### config.mk
export PLATFORM = sky130hd
export DESIGN_NAME = base64_stream_encoder
export DESIGN_NICKNAME = d
export VERILOG_FILES = /design/src/rtl/b64e_pkg.sv /design/src/rtl/base64_stream_encoder.sv /design/src/rtl/b64e_front.sv /design/src/rtl/b64e_queue.sv /design/src/rtl/b64e_back.sv
export SDC_FILE = /design/constraint.sdc
export NUM_CORES = 1
export LEC_CHECK = 0
export BUFFER_PORTS_ARGS = -buffer_cell sky130_fd_sc_hd__buf_4
export CAP_MARGIN = 5
export CORE_MARGIN = 1
export CORE_UTILIZATION = 34
export CTS_CLUSTER_SIZE = 12
export DETAILED_ROUTE_END_ITERATION = 10
export PLACE_DENSITY = 0.58
export SKIP_LAST_GASP = 1
export SYNTH_ARGS = -nofsm -noshare
export SYNTH_HDL_FRONTEND = slang
export SYNTH_SLANG_ARGS = --single-unit
### constraint.sdc
create_clock -name clk -period 3.28 [get_ports clk]
set_input_delay 0.164 -clock clk [delete_from_list [all_inputs] [get_ports clk]]
set_output_delay 0.164 -clock clk [all_outputs]
set_load 0.01 [all_outputs]
### src/rtl/b64e_pkg.sv
// ----------------------------------------------------------------------------
// b64e_pkg
// Shared types and the character map for the Base64 stream encoder.
// ----------------------------------------------------------------------------
package b64e_pkg;

	localparam logic [7:0] PAD_CHAR = 8'h3d;
	localparam int unsigned QUEUE_DEPTH = 2;
	localparam int unsigned QUEUE_AW = 1;

	typedef struct packed {
		logic [7:0] data_byte;
		logic       is_final;
	} in_beat_t;

	typedef struct packed {
		logic [7:0] out_char;
		logic       end_of_text;
	} out_beat_t;

	// One three-byte group; missing bytes are zero, nbytes is 1 to 3
	typedef struct packed {
		logic [23:0] bytes;
		logic [1:0]  nbytes;
		logic        fin;
	} group_t;

	typedef struct packed {
		logic full;
		logic empty;
	} q_status_t;

	function automatic logic [7:0] sextet_char(input logic [5:0] v);
		logic [7:0] c;
		if (v < 6'd26) begin
			c = 8'h41 + {2'b00, v};
		end else if (v < 6'd52) begin
			c = 8'h61 + {2'b00, v - 6'd26};
		end else if (v < 6'd62) begin
			c = 8'h30 + {2'b00, v - 6'd52};
		end else if (v == 6'd62) begin
			c = 8'h2b;
		end else begin
			c = 8'h2f;
		end
		return c;
	endfunction

endpackage

### src/rtl/base64_stream_encoder.sv
// ----------------------------------------------------------------------------
// base64_stream_encoder
// Streaming Base64 encoder, standard alphabet with '=' padding.
// ----------------------------------------------------------------------------
// Takes one message byte per beat and gives four characters per group of
// three bytes, one character beat per cycle while a group is queued and
// char_stall is low; a final byte flushes a partial group with padding and
// the last character carries end_of_text. A byte is taken every cycle while
// the two-entry group queue has room; sustained throughput is set by the
// character output, four characters for every three bytes.
module base64_stream_encoder (
	input  logic                clk,
	input  logic                arst_n,
	input  logic                byte_valid,
	output logic                byte_stall,
	input  b64e_pkg::in_beat_t  byte_data,
	output logic                char_valid,
	input  logic                char_stall,
	output b64e_pkg::out_beat_t char_data
);

	b64e_pkg::q_status_t q_status;
	b64e_pkg::group_t    push_group;
	b64e_pkg::group_t    head_group;
	logic                push;
	logic                pop;

	b64e_front u_front (
		.clk        (clk),
		.arst_n     (arst_n),
		.byte_valid (byte_valid),
		.byte_stall (byte_stall),
		.byte_data  (byte_data),
		.q_status   (q_status),
		.push       (push),
		.push_group (push_group)
	);

	b64e_queue u_queue (
		.clk        (clk),
		.arst_n     (arst_n),
		.push       (push),
		.push_group (push_group),
		.pop        (pop),
		.head_group (head_group),
		.q_status   (q_status)
	);

	b64e_back u_back (
		.clk        (clk),
		.arst_n     (arst_n),
		.head_group (head_group),
		.q_status   (q_status),
		.pop        (pop),
		.char_valid (char_valid),
		.char_stall (char_stall),
		.char_data  (char_data)
	);

endmodule

### src/rtl/b64e_front.sv
// ----------------------------------------------------------------------------
// b64e_front
// Gathers message bytes into groups of up to three and pushes each group.
// ----------------------------------------------------------------------------
module b64e_front (
	input  logic                clk,
	input  logic                arst_n,
	input  logic                byte_valid,
	output logic                byte_stall,
	input  b64e_pkg::in_beat_t  byte_data,
	input  b64e_pkg::q_status_t q_status,
	output logic                push,
	output b64e_pkg::group_t    push_group
);

	logic [1:0]  held_count_q;
	logic [15:0] held_bytes_q;
	logic        accept;
	logic        emit;

	assign byte_stall = q_status.full;
	assign accept     = byte_valid & ~q_status.full;
	assign emit       = held_count_q[1] | byte_data.is_final;
	assign push       = accept & emit;

	always_comb begin
		push_group.fin = byte_data.is_final;
		if (held_count_q[1]) begin
			push_group.bytes  = {held_bytes_q, byte_data.data_byte};
			push_group.nbytes = 2'd3;
		end else if (held_count_q[0]) begin
			push_group.bytes  = {held_bytes_q[15:8], byte_data.data_byte, 8'h00};
			push_group.nbytes = 2'd2;
		end else begin
			push_group.bytes  = {byte_data.data_byte, 16'h0000};
			push_group.nbytes = 2'd1;
		end
	end

	always_ff @(posedge clk or negedge arst_n) begin
		if (!arst_n) begin
			held_count_q <= 2'd0;
			held_bytes_q <= 16'h0000;
		end else if (accept) begin
			if (emit) begin
				held_count_q <= 2'd0;
				held_bytes_q <= 16'h0000;
			end else if (held_count_q[0]) begin
				held_count_q <= 2'd2;
				held_bytes_q <= {held_bytes_q[15:8], byte_data.data_byte};
			end else begin
				held_count_q <= 2'd1;
				held_bytes_q <= {byte_data.data_byte, 8'h00};
			end
		end
	end

endmodule

### src/rtl/b64e_queue.sv
// ----------------------------------------------------------------------------
// b64e_queue
// Two-entry group queue between the front and back parts.
// ----------------------------------------------------------------------------
module b64e_queue (
	input  logic                clk,
	input  logic                arst_n,
	input  logic                push,
	input  b64e_pkg::group_t    push_group,
	input  logic                pop,
	output b64e_pkg::group_t    head_group,
	output b64e_pkg::q_status_t q_status
);

	localparam int unsigned CW = b64e_pkg::QUEUE_AW + 1;

	b64e_pkg::group_t               mem_q [b64e_pkg::QUEUE_DEPTH];
	logic [b64e_pkg::QUEUE_AW-1:0]  wr_ptr_q;
	logic [b64e_pkg::QUEUE_AW-1:0]  rd_ptr_q;
	logic [CW-1:0]                  count_q;
	logic                           do_push;
	logic                           do_pop;

	assign q_status.full  = (count_q == CW'(b64e_pkg::QUEUE_DEPTH));
	assign q_status.empty = (count_q == '0);
	assign do_push        = push & ~q_status.full;
	assign do_pop         = pop & ~q_status.empty;
	assign head_group     = mem_q[rd_ptr_q];

	always_ff @(posedge clk) begin
		if (do_push) begin
			mem_q[wr_ptr_q] <= push_group;
		end
	end

	always_ff @(posedge clk or negedge arst_n) begin
		if (!arst_n) begin
			wr_ptr_q <= '0;
			rd_ptr_q <= '0;
			count_q  <= '0;
		end else begin
			if (do_push) begin
				wr_ptr_q <= wr_ptr_q + 1'b1;
			end
			if (do_pop) begin
				rd_ptr_q <= rd_ptr_q + 1'b1;
			end
			if (do_push & ~do_pop) begin
				count_q <= count_q + 1'b1;
			end else if (do_pop & ~do_push) begin
				count_q <= count_q - 1'b1;
			end
		end
	end

endmodule

### src/rtl/b64e_back.sv
// ----------------------------------------------------------------------------
// b64e_back
// Turns each queued group into four characters, one beat per cycle while char_stall is low.
// ----------------------------------------------------------------------------
module b64e_back (
	input  logic                clk,
	input  logic                arst_n,
	input  b64e_pkg::group_t    head_group,
	input  b64e_pkg::q_status_t q_status,
	output logic                pop,
	output logic                char_valid,
	input  logic                char_stall,
	output b64e_pkg::out_beat_t char_data
);

	logic [1:0]          idx_q;
	logic                out_valid_q;
	b64e_pkg::out_beat_t out_q;
	logic                load;
	logic                take;
	logic [5:0]          sextet;
	logic                pad;
	b64e_pkg::out_beat_t next_beat;

	assign load       = ~out_valid_q | ~char_stall;
	assign take       = load & ~q_status.empty;
	assign pop        = take & (idx_q == 2'd3);
	assign char_valid = out_valid_q;
	assign char_data  = out_q;

	always_comb begin
		case (idx_q)
			2'd0:    sextet = head_group.bytes[23:18];
			2'd1:    sextet = head_group.bytes[17:12];
			2'd2:    sextet = head_group.bytes[11:6];
			default: sextet = head_group.bytes[5:0];
		endcase
		pad = (idx_q > head_group.nbytes);
		next_beat.out_char    = pad ? b64e_pkg::PAD_CHAR : b64e_pkg::sextet_char(sextet);
		next_beat.end_of_text = head_group.fin & (idx_q == 2'd3);
	end

	always_ff @(posedge clk or negedge arst_n) begin
		if (!arst_n) begin
			idx_q       <= 2'd0;
			out_valid_q <= 1'b0;
		end else if (load) begin
			out_valid_q <= ~q_status.empty;
			if (take) begin
				idx_q <= idx_q + 2'd1;
			end
		end
	end

	always_ff @(posedge clk) begin
		if (take) begin
			out_q <= next_beat;
		end
	end

endmodule

==> results of run 1 <==
-- cells by family (layout without fill, tap and decap cells) --
| kind of cell | count (synthesis) | in the layout | synth area share |
|---|---|---|---|
| flops | 88 | 88 | 0.610 |
| simple gates | 77 | 77 | 0.0980 |
| compound gates | 67 | 67 | 0.124 |
| buf+inv | 27 | 63 | 0.0300 |
| fa+ha+maj | 17 | 17 | 0.0516 |
| xor+xnor | 17 | 17 | 0.0361 |
| mux | 17 | 17 | 0.0500 |
-- worst max-delay path: stages, from the launching register on --
cell and delay (ns):
dfrtp_1 0.44, inv_1 0.12, ha_1 0.44, a22oi_1 0.13, nand3_1 0.15, nand3_4 0.15
ha_1 0.26, or3_1 0.55, nor2_2 0.21, nor2_1 0.06, a211o_1 0.26
-- cell type report --
cell class | instances | area share
sequential | 88 | 0.526
tap | 143 | 0.0374
timing repair buffer | 33 | 0.0522
multi-input combinational | 195 | 0.312
clock buffer | 9 | 0.0470
inverter | 14 | 0.0112
clock inverter | 7 | 0.0146
-- registers in the layout (all words and copies together) (netlist names), 2 cells and up --
signal / count
u_back.char_data: 9
u_back.idx_q: 2
u_front.held_bytes_q: 16
u_front.held_count_q: 2
u_queue.count_q: 2
u_queue.mem_q: 54
-- stage by stage --
stage	cell area, um^2	instances	hold slack, ns	util
final	4790	489	0.0313	0.412
after detailed placement	4480	472	0.0934	0.386
after floorplan	4130	310	-0.132	-
after CTS	4780	489	0.0164	0.412
after global routing	4790	489	0.0326	0.412
after global placement	4480	472	0.0922	0.386
-- placed cells by master, fill, tap and decap left out, types with 12 or more instances in the layout --
cell and count:
buf_4 32, inv_1 13, edfxtp_1 63, dfrtp_1 25, a22o_1 23, ha_1 15, xnor2_1 12, nand2_1 24
nor2_1 12
-- power breakdown --
group / switching (mW) / internal [mW] / total [mW]
Clock: 0.466 / 0.533 / 0.999
Sequential: 0.190 / 1.66 / 1.85
Combinational: 1.61 / 1.24 / 2.86
Total: 2.27 / 3.44 / 5.71
-- final timing paths --
| kind | endpoint | slack, ns |
|---|---|---|
| max | u_back.char_data[1] | 0.26 |
| min | u_back.char_valid | 0.03 |
| max reg2reg | u_back.char_data[1] | 0.26 |
| min reg2reg | u_back.char_valid | 0.48 |
| max in group asynchronous | u_queue.count_q[1] | 2.77 |
| min in group asynchronous | u_front.held_bytes_q[11] | 0.26 |
-- per-layer routing --
layer,vias to the layer above,share of wire,wire [um]
li1,1216,-,-
met1,1233,0.48,3880
met2,81,0.45,3710
met3,15,0.049,398
met4,0,0.021,172
met5,-,0,0
-- repair_timing --
item                       CTS  global route
hold endpoints to repair    25             0
setup endpoints to repair    0             5
resized for setup            0             2
hold buffers                 1             0
==> results.py, run 1 <==
metrics = {
    "pwr": {
        "vdd_ir_drop_max_v": 0.000443,
        "power.leakage_nw": 1.89,
        "fin_total_pwr_mw": 5.71,
        "power.density_nw_per_um2": 1190,
    },
    "critical_path": {
        "critical_path_required_ns": 3.37,
        "critical_path.max_fanout": 12,
        "critical_path_class": "flop to flop",
        "worst_r2r_path_depth": 10,
        "crit_path_start_kind": "flop",
        "critPathCaptureType": "flop",
        "cp-startpoint": "u_back.idx_q[1]",
        "r2r-start": "u_back.idx_q[1]",
        "arrival_ns": 3.11,
    },
    "route": {
        "drc": 1,
        "drtAntennaViolNets": 0,
        "wl_per_cell_um": 16.7,
        "firstDrtPassIters": 7,
        "drt_iter0_markers": 183,
        "dr_total_vias": 2545,
        "vias_per_cell": 5.20,
        "routed_wl_um": 8160,
    },
    "logic_synthesis": {
        "syn_nets": 340,
        "synth_area_leaders": "edfxtp_1 46%, dfrtp_1 15%, ha_1 5.2%, a22o_1 4.9%, xnor2_1 2.5%",
        "ys_warn_count": 0,
        "synth.largest_area_cell": "edfxtp_1",
        "ys_top_cells_by_count": "63 x edfxtp_1, 25 x dfrtp_1, 24 x nand2_1",
        "avgSynthCellArea_um2": 13.3,
        "syn-cell-area_um2": 4130,
        "synth-seq-cells": 88,
        "synth_top_flop_cell": "edfxtp_1",
        "synth.most_common_cell": "edfxtp_1",
        "synth_top_area_frac": 0.459,
        "syn_inst": 310,
        "ys_async_sr_fraction": 0.284,
        "ys_seq_area_frac": 0.610,
        "synth-edff-count": 63,
        "yosysUniqueCellTypes": 46,
    },
    "worst_hold_path": {
        "min_from": "char_stall",
        "min_path_type": "input pin to flop",
        "min_delay_path_depth": 3,
    },
    "grt": {
        "grt_use_met2": 0.215,
        "met1_usage": 0.189,
        "overflow": 0,
        "grt_pass1_wl_um": 13500,
        "antenna_found_initial": 0,
        "top_usage_layer": "met2",
        "grt_use_total": 0.140,
        "grtUsageMet3": 0.0351,
        "grt_pass1_vias": 2570,
        "grt_max_degree": 28,
    },
    "floorplan": {
        "dieArea_um2": 12600,
        "initial_core_util": 0.355,
        "core_area_um2": 11600,
        "ioPinCount": 24,
        "rows": 39,
        "die_h_um": 112,
        "die_w_um": 112,
    },
    "timing": {
        "tns_ns": 0,
        "setup_violations": 0,
        "setup_slack_ns": 0.259,
        "slew_headroom": 0.564,
        "report.final.slew_viol_count": 0,
        "finalClockSkew_ns": 0.00858,
        "tightestPinTransition_ns": 0.647,
        "period_share": 0.921,
        "rsz0062_at_grt": "no",
        "finalHoldViolations": 0,
        "fmax_mhz": 331,
        "period_needed_ns": 3.02,
    },
    "place": {
        "post-dp-hpwl_um": 5690,
        "pre_cts_slack_ns": 0.235,
        "numPortBuffers": 23,
        "routabilityCongestion": 0.795,
    },
    "finish": {
        "drive_gt1_frac": 0.202,
        "multiInputGateArea_um2": 1490,
        "n_antenna_cell": 0,
        "seqCellArea_um2": 2520,
        "fillCellCount": 1092,
        "fin_nets": 371,
        "syn_to_final_growth_pct": 16.1,
    },
    "run_status": {
        "failed_checks": "design-rule violations",
        "status": "finished with violations",
    },
    "clocking": {
        "cts_buffer_depth": 2,
        "cts_root_buffer": "clkbuf_16",
        "htree_num_levels": 3,
        "cts_buffers": 9,
        "cts_tree": "done",
        "cts_sinks": 88,
        "clock_latency_ns": 0.34,
        "postCtsSetupBuffers": 0,
        "clkTransAtPathRegs_ns": 0.07,
    },
    "run": {
        "cap_viol_max_count": 0,
    },
}
(Power assumes the default switching activity.)
==> run 2, diff against run 1 <==
Settings changed: BUFFER_PORTS_ARGS -buffer_cell sky130_fd_sc_hd__buf_4 to -buffer_cell sky130_fd_sc_hd__buf_2.
==> run 2 against run 1 <==
The flow still finishes with violations (design-rule violations). Via count shrank 1.9%. Worst setup slack gained 0.041 ns. Wire length shrank 4.6%. Worst hold slack gained 0.0016 ns. Cell area shrank 1.0%. Clock power grew 6%. Critical endpoint is now u_back.char_data[6].
==> results.py, run 2 (same netlist as run 1, synthesis figures left out) <==
metrics = {
    "clocking": {
        "htree_num_levels": 3,
        "cts_tree": "done",
        "cts_root_buffer": "clkbuf_16",
        "cts_buffer_depth": 2,
        "clock_latency_ns": 0.34,
        "clkTransAtPathRegs_ns": 0.07,
        "postCtsSetupBuffers": 0,
        "cts_sinks": 88,
        "cts_buffers": 9,
    },
    "timing": {
        "fmax_mhz": 336,
        "report.final.slew_viol_count": 0,
        "setup_violations": 0,
        "finalClockSkew_ns": 0.00617,
        "period_needed_ns": 2.98,
        "finalHoldViolations": 0,
        "rsz0062_at_grt": "no",
        "period_share": 0.909,
        "timing.hold.ws_ns": 0.0329,
        "slew_headroom": 0.518,
        "tns_ns": 0,
        "tightestPinTransition_ns": 0.716,
    },
    "place": {
        "placed_area_um2": 4410,
        "numPortBuffers": 23,
        "routabilityCongestion": 0.760,
        "post-dp-hpwl_um": 5560,
    },
    "run_status": {
        "status": "finished with violations",
        "failed_checks": "design-rule violations",
    },
    "route": {
        "dr_total_vias": 2497,
        "wl_per_cell_um": 15.9,
        "vias_per_cell": 5.12,
        "routed_wl_um": 7780,
        "drc": 1,
        "drt_iter0_markers": 157,
        "firstDrtPassIters": 7,
        "drtAntennaViolNets": 0,
    },
    "pwr": {
        "power.leakage_nw": 1.88,
        "vdd_ir_drop_max_v": 0.000383,
        "power.density_nw_per_um2": 1200,
        "fin_total_pwr_mw": 5.70,
    },
    "grt": {
        "grt_max_degree": 28,
        "antenna_found_initial": 0,
        "grt_use_total": 0.134,
        "grt_pass1_wl_um": 13000,
        "overflow": 0,
        "grt_pass1_vias": 2512,
    },
    "finish": {
        "n_antenna_cell": 0,
        "fin_nets": 370,
        "final_area_um2": 4740,
        "fin_util": 0.408,
        "fillCellCount": 1109,
        "syn_to_final_growth_pct": 14.9,
        "final_common_cell": "edfxtp_1",
        "regMostFlops": "u_queue.mem_q",
        "largest_reg_flops": 54,
        "layout_common_cells": "63 x edfxtp_1, 25 x dfrtp_1, 24 x nand2_1, 23 x a22o_1, 23 x buf_2",
        "drive_gt1_frac": 0.197,
    },
    "critical_path": {
        "critical_path_required_ns": 3.37,
        "critical_path_class": "flop to flop",
        "worst_r2r_path_depth": 10,
        "crit_path_start_kind": "flop",
        "critPathCaptureType": "flop",
        "worstReg2RegEnd": "u_back.char_data[6]",
        "arrival_ns": 3.07,
        "rrSetupSlack_ns": 0.30,
        "critical_path.max_fanout": 12,
        "r2r-start": "u_back.idx_q[1]",
    },
    "floorplan": {
        "dieArea_um2": 12600,
        "die_h_um": 112,
        "core_area_um2": 11600,
        "rows": 39,
        "ioPinCount": 24,
        "die_w_um": 112,
        "initial_core_util": 0.355,
    },
    "worst_hold_path": {
        "hold_end": "u_back.char_valid",
        "min_from": "char_stall",
        "min_path_type": "input pin to flop",
        "min_delay_path_depth": 3,
    },
    "run": {
        "cap_viol_max_count": 0,
    },
}
[run 2: worst max-delay path by stage]
stage                                  start             endpoint  slack, ns
after floorplan           u_queue.count_q[0]  u_queue.mem_q[0][0]       0.03
after global placement       u_back.idx_q[1]  u_back.char_data[3]       0.32
after detailed placement     u_back.idx_q[0]  u_back.char_data[1]       0.24
after CTS                    u_back.idx_q[0]  u_back.char_data[1]       0.22
after global routing         u_back.idx_q[1]  u_back.char_data[6]       0.05
final                        u_back.idx_q[1]  u_back.char_data[6]       0.30
[run 2: area by class of cell]
type	instances	area, um^2	share of cell area
flip-flops and latches	88	2520	0.531
inverters	14	53.8	0.0113
well taps	143	179	0.0377
multi-input cells	195	1490	0.315
clock inverters	6	75.1	0.0158
repair buffers	32	185	0.0391
clock buffers	10	239	0.0504
[run 2: what timing repair did]
item,in CTS,in global routing
gates resized for setup,0,1
hold buffers,1,0
hold endpoints to repair,25,0
endpoints found under the setup margin,0,1
[run 2: metrics by stage]
step           cells  setup WS (ns)
3_5_place_dp     471          0.239
2_1_floorplan    310         0.0280
5_1_grt          488         0.0471
4_1_cts          488          0.225
6_report         488          0.300
3_3_place_gp     471          0.320
[run 2: power by group]
| group | leakage, nW | switching (mW) | internal [mW] |
|---|---|---|---|
| combinational | 0.814 | 1.60 | 1.20 |
| sequential | 0.913 | 0.177 | 1.66 |
| clock | 0.151 | 0.435 | 0.621 |
[run 2: worst max-delay path: stages (launching register included)]
cell and delay, ns:
dfrtp_1 0.43, inv_1 0.12, ha_1 0.44, a22oi_1 0.13, nand3_1 0.15, nand3_4 0.14
ha_1 0.25, or3_1 0.55, nor2_2 0.20, a21oi_1 0.08, a31o_1 0.23
[run 2: per-layer routing]
layer	track usage	part of all wire
met1	0.179	0.48
met2	0.212	0.47
met3	0.0329	0.038
met4	0.0516	0.015
met5	0	0
==> run 3, diff against run 2 <==
Settings changed: CORE_ASPECT_RATIO from default to 0.75.
==> run 3 against run 2 <==
The flow now finishes without violations. Non-clock buffer count is 1 higher. Register-to-register slack got worse by 0.07 ns. Sequential share of layout area is 0.42 points lower. Critical path depth is the same. Maximum frequency down 2.2%. Cell area rose by 0.79%. Wire length increased by 6.2%. Global-route usage is 0.93 points higher. First-iteration DRC count rose by 51%. Clock-buffer cell count decreased by 1. Cell count increased by 4.1%. Critical path type unchanged. Largest cell class unchanged. Largest power group unchanged.
==> results.py, run 3 (same netlist as run 1, synthesis figures left out) <==
metrics = {
    "floorplan": {
        "dieArea_um2": 12600,
        "die_h_um": 97.4,
        "rows": 34,
        "die_w_um": 129,
        "initial_core_util": 0.353,
        "core_area_um2": 11700,
        "ioPinCount": 24,
    },
    "place": {
        "numPortBuffers": 23,
        "post-dp-hpwl_um": 5710,
        "dp.cells": 491,
        "routabilityCongestion": 0.797,
        "placed_area_um2": 4450,
        "pre_cts_slack_ns": 0.175,
    },
    "clocking": {
        "cts_root_buffer": "clkbuf_16",
        "cts_buffers": 9,
        "postCtsSetupBuffers": 0,
        "cts_tree": "done",
        "cts_buffer_depth": 2,
        "cts_sinks": 88,
        "clock_latency_ns": 0.34,
        "htree_num_levels": 3,
        "clkTransAtPathRegs_ns": 0.06,
    },
    "finish": {
        "fin_nets": 371,
        "seqCellArea_um2": 2520,
        "drive_gt1_frac": 0.197,
        "fillCellCount": 1088,
        "final_area_um2": 4780,
        "regMostFlops": "u_queue.mem_q",
        "multiInputGateArea_um2": 1490,
        "layout_common_cells": "63 x edfxtp_1, 25 x dfrtp_1, 24 x nand2_1, 23 x a22o_1, 23 x buf_2",
        "fin_cells": 508,
        "final_common_cell": "edfxtp_1",
        "fin_util": 0.408,
        "syn_to_final_growth_pct": 15.8,
        "n_antenna_cell": 0,
        "largest_reg_flops": 54,
    },
    "pwr": {
        "power.density_nw_per_um2": 1200,
        "power.leakage_nw": 1.88,
        "pwr-share-seq": 0.321,
        "fin_total_pwr_mw": 5.75,
        "vdd_ir_drop_max_v": 0.000480,
        "p_comb_frac": 0.491,
        "power_switching_mw": 2.22,
        "p_int_mw": 3.53,
        "clkPwrFrac": 0.189,
        "switching_share": 0.386,
    },
    "route": {
        "routed_wl_um": 8270,
        "firstDrtPassIters": 5,
        "drt_iter0_markers": 237,
        "dr_total_vias": 2607,
        "drc": 0,
        "drtAntennaViolNets": 0,
        "vias_per_cell": 5.13,
        "wl_per_cell_um": 16.3,
    },
    "critical_path": {
        "critPathTopFamily": "simple AND/OR/NAND/NOR gates",
        "critPathCaptureType": "flop",
        "arrival_ns": 3.13,
        "critPathCapture": "u_back.char_data[1]",
        "critical_path_class": "flop to flop",
        "slowest_delay_ns": 0.56,
        "r2r-start": "u_back.idx_q[0]",
        "worstReg2RegEnd": "u_back.char_data[1]",
        "crit_slowest_cell": "or3_1",
        "crit_buf_inv": 1,
        "crit_path_start_kind": "flop",
        "crit_chain": "inv_1, ha_1, nand2_1, nand3_1, nand3_4, ha_1, or3_1, nor2_2, nor2_1, a211o_1",
        "critical_path.max_fanout": 12,
        "rrSetupSlack_ns": 0.23,
        "critical_path_required_ns": 3.36,
        "cp-startpoint": "u_back.idx_q[0]",
        "crit_top_cell": "ha_1",
        "crit_cells": 10,
        "worst_r2r_path_depth": 10,
    },
    "run": {
        "cap_viol_max_count": 0,
    },
    "grt": {
        "grt_pass1_wl_um": 13400,
        "overflow": 0,
        "antenna_found_initial": 0,
        "grt_use_total": 0.144,
        "grt_pass1_vias": 2378,
        "grt_max_degree": 28,
    },
    "worst_hold_path": {
        "min_path_type": "input pin to flop",
        "min_delay_path_depth": 3,
    },
    "timing": {
        "timing.hold.ws_ns": 0.0322,
        "tns_ns": 0,
        "report.final.slew_viol_count": 0,
        "finalClockSkew_ns": 0.00625,
        "setup_violations": 0,
        "period_share": 0.929,
        "setup_slack_ns": 0.231,
        "period_needed_ns": 3.05,
        "finalHoldViolations": 0,
        "slew_headroom": 0.518,
        "tightestPinTransition_ns": 0.723,
        "fmax_mhz": 328,
        "rsz0062_at_grt": "no",
    },
    "run_status": {
        "status": "finished, final reports clean",
    },
}
-- run 3: worst min-delay path by stage --
stage	startpoint	to	slack (ns)
finish	char_stall	u_back.char_valid	0.03
global route	char_stall	u_back.char_valid	0.06
CTS	char_stall	u_back.char_valid	0.02
detailed placement	arst_n	u_front.held_bytes_q[1]	0.20
global placement	arst_n	u_front.held_bytes_q[13]	0.19
floorplan	arst_n	u_back.char_valid	-0.13
-- run 3: tightest hold or removal path, cell delays in order --
cell	delay [ns]
buf_2	0.08
nand2_1	0.04
nand2_1	0.05
-- run 3: final cells by class --
| type | instances | area share |
|---|---|---|
| Clock inverter | 7 | 0.0194 |
| Multi-Input combinational cell | 195 | 0.313 |
| Sequential cell | 88 | 0.527 |
| Clock buffer | 9 | 0.0471 |
| Tap cell | 162 | 0.0424 |
| Timing Repair Buffer | 33 | 0.0403 |
| Inverter | 14 | 0.0113 |
-- run 3: repair_timing --
action	in CTS	in global routing
hold buffers	1	0
resized for setup	0	2
endpoints found under the hold margin	25	0
endpoints found under the setup margin	0	3
-- run 3: layer usage --
layer  GRT usage  routed length (um)
met2       0.191                3450
met3      0.0407                 558
met1       0.220                4180
met4      0.0462                  77
met5           0                   0
-- run 3: power by group through the flow --
stage	Sequential (mW)	Clock, mW	Combinational [mW]
after floorplan	1.82	0	2.20
after global placement	1.86	0	2.77
after detailed placement	1.86	0	2.80
after CTS	1.84	1.11	2.82
after global routing	1.88	1.15	3.14
final	1.84	1.08	2.82
